[config.mk]
export PLATFORM = sky130hd
export DESIGN_NAME = cursor_line_edit_buffer_top
export DESIGN_NICKNAME = d
export VERILOG_FILES = /design/src/hw/rtl/clb_pkg.sv /design/src/hw/rtl/clb_cell.sv /design/src/hw/rtl/clb_map.sv /design/src/hw/rtl/cursor_line_edit_buffer_top.sv
export SDC_FILE = /design/constraint.sdc
export NUM_CORES = 2
export LEC_CHECK = 0
export BUFFER_PORTS_ARGS = -buffer_cell sky130_fd_sc_hd__buf_2
export CAP_MARGIN = 20
export CORE_MARGIN = 1.5
export CORE_UTILIZATION = 30
export DETAILED_ROUTE_END_ITERATION = 7
export HOLD_SLACK_MARGIN = 0.06
export PLACE_DENSITY = 0.53
export SYNTH_ARGS = -nofsm -noshare
export SYNTH_HDL_FRONTEND = slang
export SYNTH_SLANG_ARGS = --single-unit
[constraint.sdc]
create_clock -name clock -period 4.75 [get_ports clock]
set_input_delay 0.475 -clock clock [delete_from_list [all_inputs] [get_ports clock]]
set_output_delay 0.475 -clock clock [all_outputs]
set_load 0.1 [all_outputs]
[src/hw/rtl/clb_pkg.sv]
// ----------------------------------------------------------------------------
// clb_pkg: shared types and constants for the line-edit buffer
// Command codes, cell entry and control types, and the two-set jamo table.
// ----------------------------------------------------------------------------
package clb_pkg;

   // default number of cells in the chain
   localparam int DEPTH_DEFAULT = 64;

   // command codes carried by req_opcode
   typedef enum logic [2:0] {
      OP_LEFT   = 3'd0,
      OP_RIGHT  = 3'd1,
      OP_INSERT = 3'd2,
      OP_TOGGLE = 3'd3,
      OP_BKSP   = 3'd4,
      OP_READ   = 3'd5
   } opcode_type;

   // character constants
   localparam logic [7:0] CH_UNDERSCORE = 8'h5F;
   localparam logic [7:0] CH_SPACE      = 8'h20;
   localparam logic [7:0] CH_LOWER_A    = 8'h61;
   localparam logic [7:0] CH_LOWER_Z    = 8'h7A;
   localparam logic [7:0] CH_UPPER_A    = 8'h41;
   localparam logic [7:0] CH_UPPER_Z    = 8'h5A;

   // one stored entry: character and language stamp
   typedef struct packed {
      logic [7:0] char_code;
      logic       korean;
   } entry_type;

   // where a cell takes its next entry from
   typedef enum logic [1:0] {
      SEL_HOLD,
      SEL_PREV,
      SEL_NEXT,
      SEL_LOAD
   } cell_sel_type;

   // control of one result beat handed to the output stage
   typedef struct packed {
      logic valid;
      logic last;
      logic empty;
   } rsp_ctl_type;

   // map a letter index (a..z) to its compatibility jamo code point
   function automatic logic [15:0] jamo_of_letter(input logic [4:0] idx);
      logic [15:0] cp;
      case (idx)
         5'd0:    cp = 16'h3141;
         5'd1:    cp = 16'h3160;
         5'd2:    cp = 16'h314A;
         5'd3:    cp = 16'h3147;
         5'd4:    cp = 16'h3137;
         5'd5:    cp = 16'h3139;
         5'd6:    cp = 16'h314E;
         5'd7:    cp = 16'h3157;
         5'd8:    cp = 16'h3151;
         5'd9:    cp = 16'h3153;
         5'd10:   cp = 16'h314F;
         5'd11:   cp = 16'h3163;
         5'd12:   cp = 16'h3161;
         5'd13:   cp = 16'h315C;
         5'd14:   cp = 16'h3150;
         5'd15:   cp = 16'h3154;
         5'd16:   cp = 16'h3142;
         5'd17:   cp = 16'h3131;
         5'd18:   cp = 16'h3134;
         5'd19:   cp = 16'h3145;
         5'd20:   cp = 16'h3155;
         5'd21:   cp = 16'h314D;
         5'd22:   cp = 16'h3148;
         5'd23:   cp = 16'h314C;
         5'd24:   cp = 16'h315B;
         5'd25:   cp = 16'h314B;
         default: cp = 16'h0000;
      endcase
      return cp;
   endfunction

endpackage

[src/hw/rtl/clb_cell.sv]
// ----------------------------------------------------------------------------
// clb_cell: one position of the edit chain
// Holds one entry and takes the next one from its left or right neighbor,
// from the load bus, or keeps it.
// ----------------------------------------------------------------------------
module clb_cell (
   input  logic                  clock,
   input  clb_pkg::cell_sel_type sel,
   input  clb_pkg::entry_type    prev_entry,
   input  clb_pkg::entry_type    next_entry,
   input  clb_pkg::entry_type    load_entry,
   output clb_pkg::entry_type    entry
);
   import clb_pkg::*;

   entry_type entry_ff;
   entry_type entry_in;

   // pick the source of the next entry
   always_comb begin
      case (sel)
         SEL_PREV: entry_in = prev_entry;
         SEL_NEXT: entry_in = next_entry;
         SEL_LOAD: entry_in = load_entry;
         default:  entry_in = entry_ff;
      endcase
   end

   // hold the entry
   always_ff @(posedge clock) begin
      entry_ff <= entry_in;
   end

   assign entry = entry_ff;

endmodule

[src/hw/rtl/clb_map.sv]
// ----------------------------------------------------------------------------
// clb_map: result stage
// Turns the head entry into a code point and visibility, and registers the
// result beat.
// ----------------------------------------------------------------------------
module clb_map (
   input  logic                 clock,
   input  logic                 reset,
   input  clb_pkg::rsp_ctl_type ctl,
   input  clb_pkg::entry_type   head,
   output logic                 rsp_strobe,
   output logic [15:0]          rsp_code_point,
   output logic                 rsp_visible,
   output logic                 rsp_last,
   output logic                 rsp_buffer_empty
);
   import clb_pkg::*;

   logic        strobe_ff;
   logic [15:0] code_ff;
   logic        visible_ff;
   logic        last_ff;
   logic        empty_ff;
   logic [15:0] code_in;
   logic        visible_in;
   logic        is_lower;
   logic        is_upper;
   logic [7:0]  letter_off;

   // classify the character
   assign is_lower = (head.char_code >= CH_LOWER_A) && (head.char_code <= CH_LOWER_Z);
   assign is_upper = (head.char_code >= CH_UPPER_A) && (head.char_code <= CH_UPPER_Z);
   assign letter_off = is_lower ? (head.char_code - CH_LOWER_A)
                                : (head.char_code - CH_UPPER_A);

   // map English bytes through, Korean letters to jamo, drop the rest
   always_comb begin
      if (ctl.empty) begin
         code_in    = 16'h0000;
         visible_in = 1'b0;
      end else if (!head.korean) begin
         code_in    = {8'h00, head.char_code};
         visible_in = 1'b1;
      end else if (is_lower || is_upper) begin
         code_in    = jamo_of_letter(letter_off[4:0]);
         visible_in = 1'b1;
      end else begin
         code_in    = 16'h0000;
         visible_in = 1'b0;
      end
   end

   // register the strobe
   always_ff @(posedge clock) begin
      if (reset) begin
         strobe_ff <= 1'b0;
      end else begin
         strobe_ff <= ctl.valid;
      end
   end

   // register the result payload
   always_ff @(posedge clock) begin
      code_ff    <= code_in;
      visible_ff <= visible_in;
      last_ff    <= ctl.last;
      empty_ff   <= ctl.empty;
   end

   assign rsp_strobe       = strobe_ff;
   assign rsp_code_point   = code_ff;
   assign rsp_visible      = visible_ff;
   assign rsp_last         = last_ff;
   assign rsp_buffer_empty = empty_ff;

endmodule

[src/hw/rtl/cursor_line_edit_buffer_top.sv]
// ----------------------------------------------------------------------------
// cursor_line_edit_buffer_top: line-edit buffer with a cursor
// Entries live in a chain of cells; edits shift the chain, read out rotates it.
//
//   channel   ports                               handshake
//   command   req_opcode, req_char_code           start high, busy low
//   result    rsp_code_point, rsp_visible,        rsp_strobe, one cycle,
//             rsp_last, rsp_buffer_empty          always taken
//
// Insert and backspace shift the cells from the cursor to the end of the line.
// Read out holds busy while one beat per cycle is taken from the head cell as
// the occupied cells rotate once around; each beat appears the cycle after.
// An empty read out gives a single beat and does not raise busy.
// Reset clears the fill count, cursor and mode; cell contents stay unknown.
// ----------------------------------------------------------------------------
module cursor_line_edit_buffer_top #(
   parameter int DEPTH = clb_pkg::DEPTH_DEFAULT
) (
   input  logic        clock,
   input  logic        reset,
   input  logic        start,
   output logic        busy,
   input  logic [2:0]  req_opcode,
   input  logic [7:0]  req_char_code,
   output logic        rsp_strobe,
   output logic [15:0] rsp_code_point,
   output logic        rsp_visible,
   output logic        rsp_last,
   output logic        rsp_buffer_empty
);
   import clb_pkg::*;

   localparam int CW = $clog2(DEPTH + 1);

   typedef enum logic {
      ST_IDLE,
      ST_READ
   } state_type;

   state_type   state_ff, state_in;
   logic [CW-1:0] fill_ff, fill_in;
   logic [CW-1:0] cursor_ff, cursor_in;
   logic [CW-1:0] rd_cnt_ff, rd_cnt_in;
   logic          korean_ff, korean_in;

   logic        cmd_go;
   logic        do_ins;
   logic        do_bksp;
   logic        do_rot;
   logic        rd_last;
   rsp_ctl_type ctl;
   entry_type   load_entry;
   entry_type   cell_q [DEPTH];

   assign cmd_go  = start && !busy;
   assign rd_last = (CW'(rd_cnt_ff + 1'b1) == fill_ff);

   // decode commands and advance the controller
   always_comb begin
      state_in  = state_ff;
      fill_in   = fill_ff;
      cursor_in = cursor_ff;
      rd_cnt_in = rd_cnt_ff;
      korean_in = korean_ff;
      do_ins    = 1'b0;
      do_bksp   = 1'b0;
      do_rot    = 1'b0;
      ctl       = '0;
      if (state_ff == ST_READ) begin
         do_rot    = 1'b1;
         ctl.valid = 1'b1;
         ctl.last  = rd_last;
         rd_cnt_in = CW'(rd_cnt_ff + 1'b1);
         if (rd_last) begin
            state_in = ST_IDLE;
         end
      end else if (cmd_go) begin
         case (opcode_type'(req_opcode))
            OP_LEFT: begin
               if (cursor_ff != '0) begin
                  cursor_in = cursor_ff - 1'b1;
               end
            end
            OP_RIGHT: begin
               if (cursor_ff != fill_ff) begin
                  cursor_in = cursor_ff + 1'b1;
               end
            end
            OP_INSERT: begin
               if (fill_ff < CW'(DEPTH)) begin
                  do_ins    = 1'b1;
                  fill_in   = fill_ff + 1'b1;
                  cursor_in = cursor_ff + 1'b1;
               end
            end
            OP_TOGGLE: begin
               korean_in = !korean_ff;
            end
            OP_BKSP: begin
               if (cursor_ff != '0) begin
                  do_bksp   = 1'b1;
                  fill_in   = fill_ff - 1'b1;
                  cursor_in = cursor_ff - 1'b1;
               end
            end
            OP_READ: begin
               if (fill_ff == '0) begin
                  ctl.valid = 1'b1;
                  ctl.last  = 1'b1;
                  ctl.empty = 1'b1;
               end else begin
                  state_in  = ST_READ;
                  rd_cnt_in = '0;
               end
            end
            default: begin
            end
         endcase
      end
   end

   // hold controller state
   always_ff @(posedge clock) begin
      if (reset) begin
         state_ff  <= ST_IDLE;
         fill_ff   <= '0;
         cursor_ff <= '0;
         rd_cnt_ff <= '0;
         korean_ff <= 1'b0;
      end else begin
         state_ff  <= state_in;
         fill_ff   <= fill_in;
         cursor_ff <= cursor_in;
         rd_cnt_ff <= rd_cnt_in;
         korean_ff <= korean_in;
      end
   end

   assign busy = (state_ff == ST_READ);

   // load bus: new character on insert, head entry while rotating
   always_comb begin
      if (do_rot) begin
         load_entry = cell_q[0];
      end else begin
         load_entry.char_code = (req_char_code == CH_UNDERSCORE) ? CH_SPACE : req_char_code;
         load_entry.korean    = korean_ff;
      end
   end

   // build the chain of cells
   for (genvar i = 0; i < DEPTH; i++) begin : g_cell
      cell_sel_type sel;
      entry_type    prev_e;
      entry_type    next_e;

      always_comb begin
         sel = SEL_HOLD;
         if (do_ins) begin
            if (CW'(i) == cursor_ff) begin
               sel = SEL_LOAD;
            end else if ((CW'(i) > cursor_ff) && (CW'(i) <= fill_ff)) begin
               sel = SEL_PREV;
            end
         end else if (do_bksp) begin
            if ((CW'(i + 1) >= cursor_ff) && (CW'(i + 1) < fill_ff)) begin
               sel = SEL_NEXT;
            end
         end else if (do_rot) begin
            if (CW'(i + 1) < fill_ff) begin
               sel = SEL_NEXT;
            end else if (CW'(i + 1) == fill_ff) begin
               sel = SEL_LOAD;
            end
         end
      end

      if (i == 0) begin : g_head
         assign prev_e = load_entry;
      end else begin : g_body
         assign prev_e = cell_q[i-1];
      end

      if (i == DEPTH - 1) begin : g_tail
         assign next_e = cell_q[0];
      end else begin : g_inner
         assign next_e = cell_q[i+1];
      end

      clb_cell u_cell (
         .clock      (clock),
         .sel        (sel),
         .prev_entry (prev_e),
         .next_entry (next_e),
         .load_entry (load_entry),
         .entry      (cell_q[i])
      );
   end

   // result stage
   clb_map u_map (
      .clock            (clock),
      .reset            (reset),
      .ctl              (ctl),
      .head             (cell_q[0]),
      .rsp_strobe       (rsp_strobe),
      .rsp_code_point   (rsp_code_point),
      .rsp_visible      (rsp_visible),
      .rsp_last         (rsp_last),
      .rsp_buffer_empty (rsp_buffer_empty)
   );

   // cursor never passes the end of the line
   a_cursor_in_range: assert property (@(posedge clock) disable iff (reset)
      cursor_ff <= fill_ff)
      else $error("cursor beyond fill count");

   // fill count stays within the chain
   a_fill_in_range: assert property (@(posedge clock) disable iff (reset)
      fill_ff <= CW'(DEPTH))
      else $error("fill count beyond depth");

   // a rotating read out always has entries to stream
   a_read_nonempty: assert property (@(posedge clock) disable iff (reset)
      busy |-> (fill_ff != '0) && (rd_cnt_ff < fill_ff))
      else $error("read out over an empty chain");

   // an empty beat is the only beat of its read out
   a_empty_is_last: assert property (@(posedge clock) disable iff (reset)
      (rsp_strobe && rsp_buffer_empty) |-> rsp_last)
      else $error("empty beat without last");

endmodule
==> results.tsv, run 1 <==
stage	metric	value	unit
grt	global route total overflow	0	
critical_path	crit end category	flip-flop	
cells_and_area	FILL cells	12748	
critical_path	CP delay by family, top	simple AND/OR/NAND/NOR gates	
synthesis	average cell area after synthesis	10.59	µm²
floorplan	Die X-Extent	360.1	µm
clock_tree	H-Tree Depth	3	
clock_tree	clk slew on worst S/H paths	0.06	ns
floorplan	num rows	130	
clock_tree	CTS Sinks	612	
outcome	outcome	finished clean	
synthesis	EDFF count, synth	576	
critical_path	R2R Setup Slk	0.90	ns
grt	largest net degree at the start of global routing	54	
cells_and_area	footprint of the multi-input gates	19030	µm²
grt	initial antenna violation count	2	
clock_tree	CTS Root Cell	clkbuf_16	
cells_and_area	Antenna Diode Count	0	
sta	unrepaired setup endpoints after global routing	false	
cells_and_area	most frequent cells in the layout	576 x edfxtp_1, 358 x nor2_1, 286 x nand2_1	
floorplan	die area	129700	µm²
synthesis	Synth Area in XOR/XNOR	0.6411	%
power	Max VDD drop	0.2081	mV
cells_and_area	Finished Core Util	34.31	%
synthesis	Adder-Cell Fraction of Synth Area	0.6542	%
sta	final worst slack	0.9034	ns
critical_path	Critical Path Source Type	flip-flop	
cells_and_area	layout cell share with drive strength beyond 1	16.97	%
grt	vias in the first global route	30697	
sta	setup TNS	0	ns
placed_design	RD Place Congestion	1.020	
synthesis	Synth Instances	3612	
drt	# DRC	0	
critical_path	R2R depth	7	
critical_path	WS Path Type	flip-flop to flip-flop	
sta	Rel. slew slack	18.82	%
floorplan	Die H	360.1	µm
synthesis	share of synthesized registers carrying an async set or reset	0	%
drt	initial drt markers	3318	
critical_path	CP cell instances	buf_4 -> or4_1 -> o31ai_4 -> nand2_4 -> buf_4 -> mux2i_2 -> nand2_1	
hold_path	HP Start	req_opcode[0]	
critical_path	most used cell, CP	buf_4	
synthesis	area leader, netlist	edfxtp_1	
cells_and_area	final non-filler cell total	5327	
synthesis	Synth Area in Compound Gates	18.65	%
sta	Least-Margin Pin Slew	1.207	ns
floorplan	area of the core	126100	µm²
synthesis	Yosys cell types	123	
drt	routed vias	30853	
synthesis	synth warn	0	
sta	fin. max-slew vios	0	
synthesis	synth top area cells	edfxtp_1 45%, mux2i_1 7.1%, mux2_2 5.1%	
hold_path	Hold WC Path Type	primary input to flip-flop	
critical_path	Worst Path Required	4.99	ns
cells_and_area	Area growth syn-to-layout	13.05	%
placed_design	Detailed Place HPWL	106700	µm
drt	Antenna Nets Post-Route	0	
hold_path	WHS Endpoint	korean_ff	
drt	First-pass DRT Iterations	6	
synthesis	simple-gate share of the synthesized area	12.27	%
clock_tree	Post-CTS Setup Inserts	0	
synthesis	mux contribution to synthesized area	16.88	%
synthesis	Primary FF master, synth	edfxtp_1	
clock_tree	post_cts resized	0	
critical_path	buffer and inverter count on the worst path	2	
sta	Tcrit/Tclk final	80.98	%
clock_tree	CTS tree	done	
clock_tree	Clk Latency, worst-skew pair	0.64	ns
critical_path	CP max FO	22	
drt	routed len/inst	27.42	µm
sta	Final Skew	0.02993	ns
synthesis	Seq cells post-synth	612	
synthesis	synthesized area	38250	µm²
synthesis	area share of the largest cell type after synthesis	45.22	%
clock_tree	CTS Buffer Depth	3	
sta	Final Hold Fails	0	
flow_run	Max-Cap Viols	0	
critical_path	Crit path arrival time	4.09	ns
sta	Max Freq	260.0	MHz
critical_path	reg-to-reg endpoint	g_cell[12].u_cell.entry[5]	
placed_design	Place WS	0.9191	ns
critical_path	slowest stage cell, crit path	mux2i_2	
floorplan	Initial Util	30.35	%
sta	Period minus WS final	3.847	ns
cells_and_area	most common cell after layout, fill and taps aside	edfxtp_1	
critical_path	max incr delay on CP	0.78	ns
clock_tree	total CTS buffers	70	
cells_and_area	Nets	3656	
grt	GRT Overall Usage	21.91	%
hold_path	Hold Path Stages	4	
cells_and_area	Finished Cell Area	43250	µm²
synthesis	largest family of logic cells by synthesized area	compound AO/OA/AOI/OAI gates	
placed_design	post-placement cell area	41000	µm²
cells_and_area	register area	18030	µm²
drt	vias per cell	5.792	
grt	first-pass GRT wire length	213700	µm
floorplan	I/O pin count	35	
placed_design	placed cells	5197	
critical_path	worst r2r src	fill_ff[3]	
synthesis	Seq/Total Area, Yosys	47.10	%
power	Power Dens Cells	281.7	nW/µm²
sta	Finish-stage setup viols	0	
clock_tree	CTS Hold Bufs	0	
placed_design	PortBufs	29	
power	leak pwr	14.77	nW
drt	WL final	146100	µm
## area by class of cell
| type | count | area share, % |
|---|---|---|
| Clock buffer | 87 | 4.296 |
| Timing Repair Buffer | 231 | 4.082 |
| Inverter | 35 | 0.3038 |
| Sequential cell | 612 | 41.68 |
| Tap cell | 1650 | 4.774 |
| Clock inverter | 40 | 0.8448 |
| Multi-Input combinational cell | 2672 | 44.02 |
## through the flow
step / hold WS [ns] / total power (W)
2_1_floorplan: 0.4625 / 0.006509
3_3_place_gp: 0.4798 / 0.006877
3_5_place_dp: 0.4888 / 0.006877
4_1_cts: 0.2342 / 0.01226
5_1_grt: 0.2983 / 0.01252
6_report: 0.2586 / 0.01218
## sequential cells by signal, indices dropped and copies added (netlist names)
signal / flops
g_cell.u_cell.entry: 576
busy: 1
rd_cnt_ff: 7
u_map.rsp_last: 1
u_map.rsp_code_point: 9
u_map.rsp_buffer_empty: 1
u_map.rsp_visible: 1
u_map.rsp_strobe: 1
cursor_ff: 7
fill_ff: 7
korean_ff: 1
## routing by layer
| layer | track usage (%) | vias to the layer above | wire length (µm) |
|---|---|---|---|
| met1 | 30.47 | 15422 | 65280 |
| met4 | 8.067 | 0 | 5521 |
| met5 | 0 | - | 0 |
| met3 | 3.669 | 311 | 10210 |
| met2 | 34.02 | 1268 | 65050 |
| li1 | - | 13852 | - |
## synth_stat cells, drive strengths merged (12+ instances only)
cell,instances
nor4,14
nor3b,16
xnor2,18
nand2b,44
o21a,22
nor2,361
nand3b,12
mux2i,272
a22oi,43
nand3,56
a211oi,23
o211ai,19
mux2,331
and3,17
o31ai,24
o21ai,301
and2,18
o22ai,17
o32ai,13
nand4,17
nand2,290
nor3,50
buf,133
or3,23
a21oi,238
a221o,87
or2,30
nor2b,14
a21o,14
a31oi,64
ha,20
edfxtp,576
clkbuf,164
dfxtp,36
inv,34
a32oi,14
## report_power, final
group / internal, W / switching, W
registers: 0.00588 / 0.0000446
logic: 0.000223 / 0.000636
clock network: 0.00311 / 0.00228
## logic make-up (layout without fill, tap and decap cells)
| kind of cell | after synthesis | in the layout |
|---|---|---|
| AO/OA/AOI/OAI | 1017 | 1017 |
| XOR/XNOR | 28 | 28 |
| adder cells (fa/ha/maj) | 20 | 20 |
| buffers and inverters | 332 | 393 |
| flip-flops | 612 | 612 |
| multiplexers | 603 | 603 |
| other | 1 | 5 |
| AND/OR/NAND/NOR | 999 | 999 |
## worst reg2reg max path: stages, from the launching register on
cell and delay [ns]:
dfxtp_1 0.30, buf_4 0.22, or4_1 0.60, o31ai_4 0.33, nand2_4 0.35, buf_4 0.39, mux2i_2 0.79, nand2_1 0.49
## worst max-delay path by stage
stage	from	cells after the start	slack, ns	endpoint
3_3_place_gp	req_opcode[2]	8	0.97	g_cell[36].u_cell.entry[6]
3_5_place_dp	req_opcode[2]	7	0.92	g_cell[14].u_cell.entry[8]
2_1_floorplan	fill_ff[0]	12	0.86	g_cell[6].u_cell.entry[0]
5_1_grt	fill_ff[3]	7	0.72	g_cell[12].u_cell.entry[4]
4_1_cts	fill_ff[0]	6	0.94	g_cell[12].u_cell.entry[3]
6_report	fill_ff[3]	7	0.90	g_cell[12].u_cell.entry[5]
(Power assumes the default switching activity.)
==> inputs of run 2 (changes only) <==
Settings changed: PLACE_DENSITY 0.53 to 0.54.
Clock period 4.75 ns to 3.1 ns, I/O delays scaled along.
==> run 2 against run 1 <==
  * Clock-buffer cell count rose by 9
  * Global-route usage fell by 1.3 points
  * Sequential cell count did not move
  * Die area stayed put
  * Via count is 2.1% higher
  * Routed wire length is 5.9% lower
  * Non-clock buffer count grew 306
  * First-iteration DRC count shrank 7.1%
  * Worst setup slack lost 0.87 ns
  * Largest power group unchanged
  * Highest routed layer is now met5
==> results.tsv, run 2 (synthesis results as in run 1) <==
stage	metric	value	unit
sta	Rel. slew slack	26.67	%
sta	Max Freq	326.6	MHz
power	sequential power share	47.1	%
critical_path	Crit path arrival time	3.41	ns
power	P_int	0.01460	W
sta	Final Skew	0.03741	ns
grt	initial antenna violation count	4	
grt	largest net degree at the start of global routing	60	
sta	Finish-stage setup viols	0	
power	Sw Pwr	0.004678	W
placed_design	RD Place Congestion	1.020	
cells_and_area	Nets	3966	
critical_path	worst r2r src	fill_ff[1]	
grt	global route total overflow	0	
floorplan	area of the core	126100	µm²
clock_tree	clk slew on worst S/H paths	0.05	ns
cells_and_area	most frequent cells in the layout	576 x edfxtp_1, 445 x buf_4, 355 x nor2_1	
sta	Period minus WS final	3.062	ns
cells_and_area	footprint of the multi-input gates	19330	µm²
critical_path	R2R Setup Slk	0.04	ns
sta	fin. max-slew vios	0	
sta	Tcrit/Tclk final	98.78	%
grt	GRT Overall Usage	20.66	%
grt	first-pass GRT wire length	205600	µm
floorplan	Die H	360.1	µm
critical_path	R2R depth	10	
drt	First-pass DRT Iterations	8	
critical_path	CP max FO	16	
critical_path	WS Path Type	flip-flop to flip-flop	
drt	initial drt markers	3084	
power	sw frac	24.27	%
clock_tree	CTS Hold Bufs	0	
sta	unrepaired setup endpoints after global routing	false	
clock_tree	CTS Sinks	612	
sta	Final Hold Fails	0	
floorplan	num rows	130	
drt	Antenna Nets Post-Route	0	
cells_and_area	Antenna Diode Count	0	
drt	routed len/inst	24.36	µm
floorplan	I/O pin count	35	
cells_and_area	Finished Core Util	37.03	%
drt	WL final	137400	µm
drt	# DRC	0	
cells_and_area	number of flip-flops in the largest register	576	
critical_path	Worst Path Required	3.45	ns
drt	routed vias	31495	
cells_and_area	layout cell share with drive strength beyond 1	24.61	%
power	Power Dens Cells	412.9	nW/µm²
clock_tree	CTS tree	done	
clock_tree	total CTS buffers	74	
critical_path	crit path launch	fill_ff[1]	
drt	vias per cell	5.583	
cells_and_area	most common cell after layout, fill and taps aside	edfxtp_1	
placed_design	Detailed Place HPWL	103700	µm
outcome	outcome	finished clean	
grt	vias in the first global route	31492	
critical_path	end point of the critical path	g_cell[22].u_cell.entry[4]	
clock_tree	Clk Latency, worst-skew pair	0.66	ns
critical_path	Critical Path Source Type	flip-flop	
critical_path	crit end category	flip-flop	
cells_and_area	Area growth syn-to-layout	22.02	%
floorplan	Initial Util	30.35	%
power	Max VDD drop	0.3519	mV
sta	Least-Margin Pin Slew	1.092	ns
clock_tree	CTS Buffer Depth	3	
cells_and_area	register area	18040	µm²
clock_tree	H-Tree Depth	3	
critical_path	reg-to-reg endpoint	g_cell[22].u_cell.entry[4]	
power	Clk network pwr share	45.3	%
hold_path	Hold Path Stages	4	
power	combinational share of power	7.6	%
placed_design	PortBufs	29	
clock_tree	CTS Root Cell	clkbuf_16	
sta	setup TNS	0	ns
power	leak pwr	16.60	nW
hold_path	Hold WC Path Type	primary input to flip-flop	
floorplan	Die X-Extent	360.1	µm
floorplan	die area	129700	µm²
flow_run	Max-Cap Viols	0	
cells_and_area	FILL cells	12526	
[run 2: cell count changes in the layout (fill, tap and decap cells not counted), sizes merged]
cell      change
clkbuf       +10
clkinvlp      +4
bufinv        +1
clkinv        -8
buf         +305
inv           +2
[run 2: stage by stage]
step | hold slack, ns | power (W) | instances | worst slack, ns | cell area (µm²)
6_report | 0.1631 | 0.01927 | 5641 | 0.03771 | 46680
5_1_grt | 0.1358 | 0.01983 | 5641 | 0.002119 | 46680
4_1_cts | 0.1046 | 0.01946 | 5635 | 0.01081 | 46440
3_5_place_dp | 0.4988 | 0.01068 | 5499 | -0.1017 | 43980
3_3_place_gp | 0.4789 | 0.01068 | 5498 | -0.1763 | 43970
2_1_floorplan | 0.4625 | 0.009992 | 3616 | -0.003101 | 38500
[run 2: per-layer routing]
metal / vias up / wire length, µm / GRT usage (%)
li1: 14483 / - / -
met1: 15611 / 62300 / 28.46
met2: 1143 / 61360 / 32.46
met3: 256 / 8485 / 3.232
met4: 2 / 5248 / 7.802
met5: - / 11 / 0
[run 2: final cells by class]
class,count,area share (%)
Inverter,35,0.2868
Sequential cell,612,38.64
Clock inverter,39,0.8873
Timing Repair Buffer,537,10.11
Tap cell,1650,4.423
Multi-Input combinational cell,2672,41.42
Clock buffer,96,4.233
[run 2: what timing repair did]
action / 4_1_cts / 5_1_grt
pin swaps: 2 / 5
resized for setup: 9 / 33
buffers inserted: 1 / 4
setup endpoints to repair: 89 / 304
[run 2: power groups by stage]
| stage | logic, W | clock network (W) | registers [W] |
|---|---|---|---|
| global placement | 0.00143 | 0 | 0.00925 |
| global route | 0.00154 | 0.00922 | 0.00907 |
| finish | 0.00147 | 0.00873 | 0.00907 |
| floorplan | 0.000730 | 0 | 0.00926 |
| detailed placement | 0.00143 | 0 | 0.00925 |
| CTS | 0.00144 | 0.00895 | 0.00907 |
[run 2: worst min-delay path by stage]
| stage | from | slack (ns) | endpoint |
|---|---|---|---|
| floorplan | rd_cnt_ff[1] | 0.46 | rd_cnt_ff[1] |
| global placement | rd_cnt_ff[6] | 0.48 | rd_cnt_ff[6] |
| detailed placement | rd_cnt_ff[1] | 0.50 | rd_cnt_ff[1] |
| CTS | req_opcode[0] | 0.10 | korean_ff |
| global route | req_opcode[0] | 0.14 | korean_ff |
| finish | req_opcode[0] | 0.16 | korean_ff |
[run 2: critical path, stage by stage, from the launching register on]
cell and delay (ns):
dfxtp_1 0.41, buf_4 0.32, ha_2 0.34, buf_4 0.17, a21o_1 0.21, nand2_1 0.17
a311o_1 0.40, a22oi_1 0.18, buf_4 0.24, nand2b_1 0.18, buf_12 0.14
